## config.mk

```make
export PLATFORM = sky130hd
export DESIGN_NAME = luhn_card_number_classifier_unit
export DESIGN_NICKNAME = d
export VERILOG_FILES = /design/src/hw/rtl/lmc_pkg.sv /design/src/hw/rtl/lmc_datapath.sv /design/src/hw/rtl/lmc_ctrl.sv /design/src/hw/rtl/luhn_card_number_classifier_unit.sv
export SDC_FILE = /design/constraint.sdc
export NUM_CORES = 1
export LEC_CHECK = 0
export CAP_MARGIN = 20
export CORE_MARGIN = 2
export CORE_UTILIZATION = 30
export CTS_BUF_LIST = sky130_fd_sc_hd__clkbuf_8
export DETAILED_ROUTE_END_ITERATION = 10
export DONT_BUFFER_PORTS = 1
export SYNTH_ARGS = -nofsm -noshare
export SYNTH_HDL_FRONTEND = slang
export SYNTH_HIERARCHICAL = 1
export SYNTH_SLANG_ARGS = --single-unit
export TNS_END_PERCENT = 50
```

## constraint.sdc

```tcl
create_clock -name clk -period 4.1 [get_ports clk]
set_clock_uncertainty 0.05 [all_clocks]
set_input_delay 0.615 -clock clk [delete_from_list [all_inputs] [get_ports clk]]
set_output_delay 0.615 -clock clk [all_outputs]
set_load 0.01 [all_outputs]
```

## src/hw/rtl/lmc_pkg.sv

```systemverilog
package lmc_pkg;

  localparam int unsigned NumBcdDigits  = 20;
  localparam int unsigned BcdWidth      = NumBcdDigits * 4;
  localparam int unsigned InWidth       = 64;
  localparam int unsigned BitsPerStep   = 4;
  localparam int unsigned CntWidth      = 4;
  localparam int unsigned LenWidth      = 5;

  localparam logic [LenWidth-1:0] LenShort  = 5'd13;
  localparam logic [LenWidth-1:0] LenMid    = 5'd15;
  localparam logic [LenWidth-1:0] LenLong   = 5'd16;

  localparam logic [1:0] ClassInvalid = 2'd0;
  localparam logic [1:0] ClassPfx3x   = 2'd1;
  localparam logic [1:0] ClassPfx5x   = 2'd2;
  localparam logic [1:0] ClassPfx4    = 2'd3;

  typedef enum logic [1:0] {
    ST_IDLE,
    ST_CONV,
    ST_SCAN,
    ST_DONE
  } state_t;

  typedef struct packed {
    logic load;
    logic conv_en;
    logic scan_en;
  } cmd_t;

  typedef struct packed {
    logic cnt_done;
  } sts_t;

endpackage

```

## src/hw/rtl/lmc_datapath.sv

```systemverilog
module lmc_datapath
  import lmc_pkg::*;
(
  input  logic                clk,
  input  cmd_t                cmd,
  input  logic [InWidth-1:0]  in_card_number,
  output sts_t                sts,
  output logic [1:0]          card_class
);

  logic [InWidth-1:0]  bin_r, bin_nxt;
  logic [BcdWidth-1:0] bcd_r, bcd_nxt;
  logic [CntWidth-1:0] cnt_r, cnt_nxt;
  logic                neg_r, neg_nxt;
  logic [3:0]          acc_r, acc_nxt;
  logic [LenWidth-1:0] len_r, len_nxt;
  logic [3:0]          lead_r, lead_nxt;
  logic [3:0]          second_r, second_nxt;
  logic [3:0]          prev_r, prev_nxt;

  logic [BcdWidth-1:0] dd_bcd;
  logic [InWidth-1:0]  dd_bin;
  logic [3:0]          dig;
  logic [4:0]          dbl;
  logic [3:0]          dval;
  logic [4:0]          sum;

  // shift-and-add-3 conversion, four bits per cycle
  always_comb begin
    dd_bcd = bcd_r;
    dd_bin = bin_r;
    for (int b = 0; b < BitsPerStep; b++) begin
      for (int k = 0; k < NumBcdDigits; k++) begin
        if (dd_bcd[k*4 +: 4] >= 4'd5) begin
          dd_bcd[k*4 +: 4] = dd_bcd[k*4 +: 4] + 4'd3;
        end
      end
      dd_bcd = {dd_bcd[BcdWidth-2:0], dd_bin[InWidth-1]};
      dd_bin = {dd_bin[InWidth-2:0], 1'b0};
    end
  end

  // Luhn digit weight: double every second digit from the right (odd zero-based positions), fold to one digit
  always_comb begin
    dig = bcd_r[3:0];
    dbl = {dig, 1'b0};
    if (cnt_r[0]) begin
      dval = (dbl > 5'd9) ? 4'(dbl - 5'd9) : dbl[3:0];
    end else begin
      dval = dig;
    end
    sum = {1'b0, acc_r} + {1'b0, dval};
  end

  always_comb begin
    bin_nxt    = bin_r;
    bcd_nxt    = bcd_r;
    cnt_nxt    = cnt_r;
    neg_nxt    = neg_r;
    acc_nxt    = acc_r;
    len_nxt    = len_r;
    lead_nxt   = lead_r;
    second_nxt = second_r;
    prev_nxt   = prev_r;
    if (cmd.load) begin
      bin_nxt    = in_card_number;
      bcd_nxt    = '0;
      cnt_nxt    = '0;
      neg_nxt    = in_card_number[InWidth-1];
      acc_nxt    = '0;
      len_nxt    = '0;
      lead_nxt   = '0;
      second_nxt = '0;
      prev_nxt   = '0;
    end else if (cmd.conv_en) begin
      bin_nxt = dd_bin;
      bcd_nxt = dd_bcd;
      cnt_nxt = cnt_r + 1'b1;
    end else if (cmd.scan_en) begin
      bcd_nxt  = {4'd0, bcd_r[BcdWidth-1:4]};
      cnt_nxt  = cnt_r + 1'b1;
      acc_nxt  = (sum >= 5'd10) ? 4'(sum - 5'd10) : sum[3:0];
      prev_nxt = dig;
      if (dig != 4'd0) begin
        len_nxt    = {1'b0, cnt_r} + 1'b1;
        lead_nxt   = dig;
        second_nxt = prev_r;
      end
    end
  end

  always_ff @(posedge clk) begin
    bin_r    <= bin_nxt;
    bcd_r    <= bcd_nxt;
    cnt_r    <= cnt_nxt;
    neg_r    <= neg_nxt;
    acc_r    <= acc_nxt;
    len_r    <= len_nxt;
    lead_r   <= lead_nxt;
    second_r <= second_nxt;
    prev_r   <= prev_nxt;
  end

  assign sts.cnt_done = (cnt_r == {CntWidth{1'b1}});

  // after the scan, bcd_r[15:0] holds the digits above position sixteen
  always_comb begin
    card_class = ClassInvalid;
    if (!neg_r && (bcd_r[15:0] == 16'd0) && (acc_r == 4'd0)) begin
      if (lead_r == 4'd4) begin
        if (len_r == LenShort || len_r == LenLong) begin
          card_class = ClassPfx4;
        end
      end else if (lead_r == 4'd3 && (second_r == 4'd4 || second_r == 4'd7)) begin
        if (len_r == LenMid) begin
          card_class = ClassPfx3x;
        end
      end else if (lead_r == 4'd5 && second_r >= 4'd1 && second_r <= 4'd5) begin
        if (len_r == LenLong) begin
          card_class = ClassPfx5x;
        end
      end
    end
  end

endmodule

```

## src/hw/rtl/lmc_ctrl.sv

```systemverilog
module lmc_ctrl
  import lmc_pkg::*;
(
  input  logic clk,
  input  logic rst_n,
  input  logic start,
  input  sts_t sts,
  output cmd_t cmd,
  output logic busy,
  output logic done
);

  state_t state_r, state_nxt;

  always_comb begin
    state_nxt = state_r;
    case (state_r)
      ST_IDLE: begin
        if (start) begin
          state_nxt = ST_CONV;
        end
      end
      ST_CONV: begin
        if (sts.cnt_done) begin
          state_nxt = ST_SCAN;
        end
      end
      ST_SCAN: begin
        if (sts.cnt_done) begin
          state_nxt = ST_DONE;
        end
      end
      ST_DONE: state_nxt = ST_IDLE;
      default: state_nxt = ST_IDLE;
    endcase
  end

  always_comb begin
    cmd  = '0;
    busy = 1'b1;
    done = 1'b0;
    case (state_r)
      ST_IDLE: begin
        busy     = 1'b0;
        cmd.load = start;
      end
      ST_CONV: cmd.conv_en = 1'b1;
      ST_SCAN: cmd.scan_en = 1'b1;
      ST_DONE: done = 1'b1;
      default: busy = 1'b1;
    endcase
  end

  always_ff @(posedge clk) begin
    if (!rst_n) begin
      state_r <= ST_IDLE;
    end else begin
      state_r <= state_nxt;
    end
  end

endmodule

```

## src/hw/rtl/luhn_card_number_classifier_unit.sv

```systemverilog
// The class word is strobed on out_valid after start is taken, once the binary-to-decimal
//   conversion (four bits per cycle) and then the Luhn scan (one digit per cycle) have run;
//   a new card number is taken only once the controller is back in idle.
// Reset: synchronous active-low rst_n returns the controller to idle; no result is pending.
// The receiver cannot stall: each result is valid for exactly one cycle.
module luhn_card_number_classifier_unit
  import lmc_pkg::*;
(
  input  logic               clk,
  input  logic               rst_n,
  input  logic               start,
  output logic               busy,
  input  logic [InWidth-1:0] in_card_number,
  output logic               out_valid,
  output logic [1:0]         out_card_class
);

  cmd_t       cmd;
  sts_t       sts;
  logic [1:0] card_class;

  lmc_ctrl u_ctrl (
    .clk   (clk),
    .rst_n (rst_n),
    .start (start),
    .sts   (sts),
    .cmd   (cmd),
    .busy  (busy),
    .done  (out_valid)
  );

  lmc_datapath u_dp (
    .clk            (clk),
    .cmd            (cmd),
    .in_card_number (in_card_number),
    .sts            (sts),
    .card_class     (card_class)
  );

  assign out_card_class = card_class;

`ifndef SYNTHESIS
  a_done_in_busy: assert property (@(posedge clk) disable iff (!rst_n)
    out_valid |-> busy) else $error("result strobe while idle");

  a_done_then_idle: assert property (@(posedge clk) disable iff (!rst_n)
    out_valid |=> !busy) else $error("not idle after result");

  a_accept_busy: assert property (@(posedge clk) disable iff (!rst_n)
    (start && !busy) |=> (busy && !out_valid)) else $error("accept did not start work");

  a_neg_invalid: assert property (@(posedge clk) disable iff (!rst_n)
    (start && !busy && in_card_number[InWidth-1]) |->
      ##33 (out_valid && out_card_class == ClassInvalid))
    else $error("negative number not invalid");
`endif

endmodule
```

Yosys cells after proc, flatten, opt, wreduce, memory -nomap -nowiden. Cells that the tools add are included.

Input bits: 67. Output and inout bits: 4. Flip-flop bits (word level): 172.

Muxes and demuxes: 105. Equality and inequality tests: 15. Add/subtract/negate cells: 85. Magnitude comparators: 84. Bitwise logic cells: 1. Reduce and logical (&&, ||, !) cells: 17.

Operators by type and width (number): 2-to-1 mux 4 bit (81); greater-or-equal comparator 4 x 3 -> 1 bit (second input constant) (80); adder 4 x 2 -> 4 bit (second input constant) (76); 2-to-1 mux 80 bit (2); 2-to-1 mux 64 bit (2); 2-to-1 mux 2 bit (9); equality test 4 x 3 -> 1 bit (second input constant) (4); zero test 16 bit (1); adder 3 x 2 -> 3 bit (second input constant) (4); 2-to-1 mux 3 bit (4); equality test 5 x 4 -> 1 bit (second input constant) (2); case mux 2 bit (4 select lines) (1); subtractor 4 bit (second input constant) (2); 2-to-1 mux 1 bit (6); inequality test 2 bit (second input constant) (3); AND reduction 3 bit (2); adder 4 x 1 -> 5 bit (second input constant) (1); adder 4 x 4 -> 5 bit (1); equality test 5 bit (second input constant) (1); greater-or-equal comparator 5 x 4 -> 1 bit (second input constant) (1); > comparator 5 x 4 -> 1 bit (second input constant) (1); logical AND 1 bit (5); adder 4 x 1 -> 4 bit (second input constant) (1); equality test 2 bit (second input constant) (2); other kinds (13) (15).

Depth between registers and ports, before layout.
Depth in word-level cells: 9. Mapped depth: 19. Mapped depth without buffers: 19.

Modules after synthesis. The synthesis kept the hierarchy.

Modules (own cells, without submodules): lmc_datapath (cells an instance 1918, seq. area each 4053.9 sq um, times used 1, area an instance 15831.4 sq um); lmc_ctrl (cells an instance 19, seq. area each 40.0 sq um, times used 1, area an instance 176.4 sq um).

Least setup slack after synthesis. OpenSTA, ideal clock, no wires.

Path kind: reg-to-reg. From: register u_dp.bcd_r[36]. To: register u_dp.bcd_r[44]. Slack: 0.425 ns. Path buffers: 1. Setup time: 0.112 ns. Period minus slack after synthesis: 3.675 ns. Arrival: 3.513 ns. Cell stages (with the launch flop): 19. Cells stage by stage: dfxtp_1 > inv_1 > ha_1 > and2b_1 > or3_1 > and2_1 > clkbuf_1 > inv_2 > ha_1 > inv_1 > a21o_1 > a31oi_1 > inv_1 > ha_1 > o211a_1 > a211oi_2 > a21o_1 > nor3_1 > a2111oi_1.

Longest elaborated chain between the ends: 9. Elaborated cells on any way between the ends: 19. Those cells by class: add/sub (6); order compare (6); mux (7).

Ends and longest elaborated chain: start, declared (line lmc_datapath.sv:12) `logic [BcdWidth-1:0] bcd_r, bcd_nxt;`; start signal, assigned (line lmc_datapath.sv:94) `bcd_r <= bcd_nxt;`; adder 4 x 2 -> 4 bit or greater-or-equal comparator 4 x 3 -> 1 bit (tied branches) (line lmc_datapath.sv:35, lmc_datapath.sv:34); 2-to-1 mux 4 bit * (line lmc_datapath.sv:34) `if (dd_bcd[k*4 +: 4] >= 4'd5) begin`; adder 4 x 2 -> 4 bit or greater-or-equal comparator 4 x 3 -> 1 bit (tied branches) (line lmc_datapath.sv:35, lmc_datapath.sv:34); 2-to-1 mux 4 bit (line lmc_datapath.sv:34); adder 4 x 2 -> 4 bit or greater-or-equal comparator 4 x 3 -> 1 bit (tied branches) (line lmc_datapath.sv:35, lmc_datapath.sv:34); 2-to-1 mux 4 bit (line lmc_datapath.sv:34); adder 4 x 2 -> 4 bit or greater-or-equal comparator 4 x 3 -> 1 bit (tied branches) (line lmc_datapath.sv:35, lmc_datapath.sv:34); 2-to-1 mux 4 bit * (line lmc_datapath.sv:34); 2-to-1 mux 80 bit * (line lmc_datapath.sv:75) `end else if (cmd.conv_en) begin`.

Mark *: on every way between the ends. The rest lies on a longest branch, timed or not. A chain may end at the register's enable or synchronous reset.

Worst setup path after layout.
From: register u_dp.bcd_r[24]. To: register u_dp.bcd_r[31].

Same word-level chain as after synthesis.

==> qor.yml <==
placement:
  portBuffers: 0
  gp_congestion: 0.8090
  hpwlAfterDp_mm: 27.37
synthesis:
  synth_xor_area_share_pct: 4.588
  syn-num-nets: 2099
  syn_inst: 1937
  synth_simple_gate_area_share_pct: 16.55
  syn_avg_cell_area_um2: 8.264
  yosysWarningCount: 6
  synth_edf_count: 65
  synth_compound_area_share_pct: 29.02
  synth_mux_area_share_pct: 11.72
  seq_area_frac_synth_pct: 25.57
  synth_top_family_by_area: "compound AO/OA/AOI/OAI gates"
  synth-adder-area-share_pct: 7.472
  ys_types: 93
  synth_ff_type: "dfxtp_1"
  async_reset_ff_share_pct: 0
  syn_area_um2: 16010
  ys_seq_elements: 172
detailed_routing:
  avgViaCountPerCell: 5.389
  drt-total-wl_mm: 37.45
  ant_nets: 0
  wl_per_cell_um: 14.41
  drtPass1Iterations: 5
  drtIter0Drc: 775
  remaining_drc_errors: 0
  vias: 14010
worst_setup_path:
  cp_common_cell: "inv_1"
  worstPathMaxFanout: 7
  critPathSlowestCell: "dfxtp_1"
  cpPeakStageDelay_ps: 460
  cp.arrival_ps: 4160
  path_buf_inv: 4
  worstPathCellList: "inv_1 -> ha_1 -> nor2b_2 -> or3_1 -> and2_0 -> inv_1 -> ha_1 -> inv_1 -> a21o_1 -> a31oi_1 -> inv_1 -> ha_1 -> nor3_1 -> o21bai_1 -> nor2_1 -> mux2_2 -> a211oi_1"
  path_class: "register to register"
  startpoint_type: "register"
  setup.worst_path.end_class: "register"
  cp.required_ps: 4460
  path_delay_family: "simple AND/OR/NAND/NOR gates"
sta:
  hold_viol_final: 0
  slew_headroom_pct: 39.84
  setup_tns_ps: 0
  fmax_mhz: 263.2
  maxSlewViolCount: 0
  setup_violations: 0
  min_period_ps: 3799
  rsz0062_at_grt: "yes"
  max_slew.worst_pin.slew_ps: 902.4
  post-route-period-util_pct: 92.67
floorplanning:
  die-area_um2: 55220
  die_width_um: 235.0
  core_um2: 52660
  die_h_um: 235.0
  start_util_pct: 30.40
  io_pins: 71
  rows: 84
cells_and_area:
  layout-drive-gt1-share_pct: 12.98
  final_core_util_pct: 32.77
  seqCellArea_um2: 4099
  diodes: 0
  fillers: 5418
  syn_to_final_growth_pct: 7.777
  nets: 2060
  multiInputGateArea_um2: 11190
clock_tree:
  htreeDepth: 4
  clk_latency_ps: 500
  cts_tree: "done"
  path_clk_slew_ps: 100
  clk_path_buf_depth: 2
  root_buffer: "clkbuf_8"
  cts_buffers: 17
  cts_sinks: 172
grt:
  grt_pass1_wl_mm: 62.56
  grt-ovfl-total: 0
  grt_max_degree: 100
  antenna_found_initial: 1
  grt_pass1_vias: 13220
  grtUsageTotal_pct: 13.08
flow_run:
  drv_cap: 0
run_status:
  status: "finished, final reports clean"
worst_hold_path:
  hold_path_class: "input port to register"
cell usage after synthesis (9+ instances only):
cell      count  area, um^2
a211oi_1     54       405.4
a21o_1       28       210.2
a21oi_1     127       635.6
a21oi_2       9       78.83
a221oi_1     11       96.34
a311oi_1     15       131.4
a31o_2       10       87.58
a31oi_1      35       219.0
and2_1       21       131.4
buf_2        11       55.05
clkbuf_1     64       240.2
dfxtp_1     107        2142
edfxtp_1     65        1952
ha_1         94        1176
inv_1       118       442.9
mux2_2       82       923.4
mux2i_1      94       940.9
nand2_1     186       698.2
nand2b_1     35       219.0
nand3_1      18       90.09
nor2_1      126       473.0
nor2b_1      40       250.2
nor3_1       34       170.2
nor3b_1      21       157.7
o211a_1      18       180.2
o211ai_1     23       172.7
o21a_1       33       247.7
o21ai_0     126       630.6
o21ai_1      39       195.2
o21bai_1     11       82.58
o22ai_1      23       143.9
o31ai_1       9       67.56
or3_1        11       68.82
or3b_1        9       78.83
xnor2_1      35       306.5
xnor2_2      14       227.7
xor2_1       21       183.9
registers in the layout (all words and copies together) (netlist names):
name	cells
u_dp/neg_r	1
u_dp/bin_r	64
u_dp/cnt_r	4
u_dp/lead_r	4
u_dp/bcd_r	80
u_dp/second_r	4
u_dp/len_r	5
u_dp/prev_r	4
u_ctrl/state_r	2
u_dp/acc_r	4
timing repair:
item	4_1_cts	5_1_grt
hold buffers	0	0
endpoints found under the setup margin	0	19
gates resized for setup	0	15
buffers inserted	0	1
area by class of cell:
class                      instances  area share, %
tap                              688          4.989
timing repair buffer              25          1.233
sequential                       172          23.76
clock inverter                    15          1.037
multi-input combinational       1555          64.86
clock buffer                      17          1.356
inverter                         127          2.770
cells by family (layout without fill, tap and decap cells):
kind of cell | after synthesis | count (layout)
AO/OA/AOI/OAI | 666 | 666
XOR/XNOR | 71 | 71
adder cells (fa/ha/maj) | 95 | 95
buffers and inverters | 210 | 184
flip-flops | 172 | 172
multiplexers | 177 | 177
AND/OR/NAND/NOR | 546 | 546
per-layer routing:
layer,global-route usage [%],part of all wire [%],vias up
li1,-,-,7057
met1,16.53,47,6728
met5,0,0.035,-
met2,23.64,50,192
met4,2.474,0.81,2
met3,1.868,2.3,27
metrics by stage:
stage | cells | worst slack (ps) | cell area, um^2 | hold slack, ps
finish | 2599 | 300.5 | 17250 | 169.5
global route | 2599 | -43.78 | 17250 | 125.5
CTS | 2598 | 147.0 | 17170 | 126.3
detailed placement | 2566 | 180.2 | 16760 | 398.6
global placement | 2566 | 350.2 | 16760 | 389.6
floorplan | 1937 | 424.6 | 16010 | 382.1
worst paths after layout:
path / to / cells after the start / start / slack, ps
hold / removal: u_dp/neg_r$_DFFE_PP_ / 0 / in_card_number[63] / 170
hold reg to reg: u_dp/second_r[2]$_SDFFE_PP0P_ / 2 / u_dp/prev_r[2]$_SDFFE_PP0P_ / 410
setup reg to reg: u_dp/bcd_r[31]$_SDFFE_PP0P_ / 17 / u_dp/bcd_r[24]$_SDFFE_PP0P_ / 300
setup / recovery: u_dp/bcd_r[31]$_SDFFE_PP0P_ / 17 / u_dp/bcd_r[24]$_SDFFE_PP0P_ / 300
placed cells by master, fill, tap and decap left out, types with 9 or more instances in the layout:
cell type,instances
o211ai_1,23
a21oi_2,9
edfxtp_1,65
clkbuf_8,17
o211a_1,18
a31oi_1,33
o21ai_1,39
nor2b_1,39
buf_4,23
nor3_1,34
and2_1,21
mux2_2,82
nand2b_1,35
inv_2,9
mux2i_1,94
ha_1,92
o21bai_1,11
a211oi_1,52
xor2_1,21
or3b_1,9
a21oi_1,127
o22ai_1,23
xnor2_2,14
nand2_1,186
a21o_1,28
nor2_1,126
a31o_2,10
dfxtp_1,103
inv_1,117
o21a_1,33
xnor2_1,35
nor3b_1,21
a221oi_1,11
o21ai_0,126
nand3_1,18
or3_1,11
a311oi_1,15
Power is not shown: default switching activity piles up to over one toggle a cycle in this logic, so the estimate is an artifact.
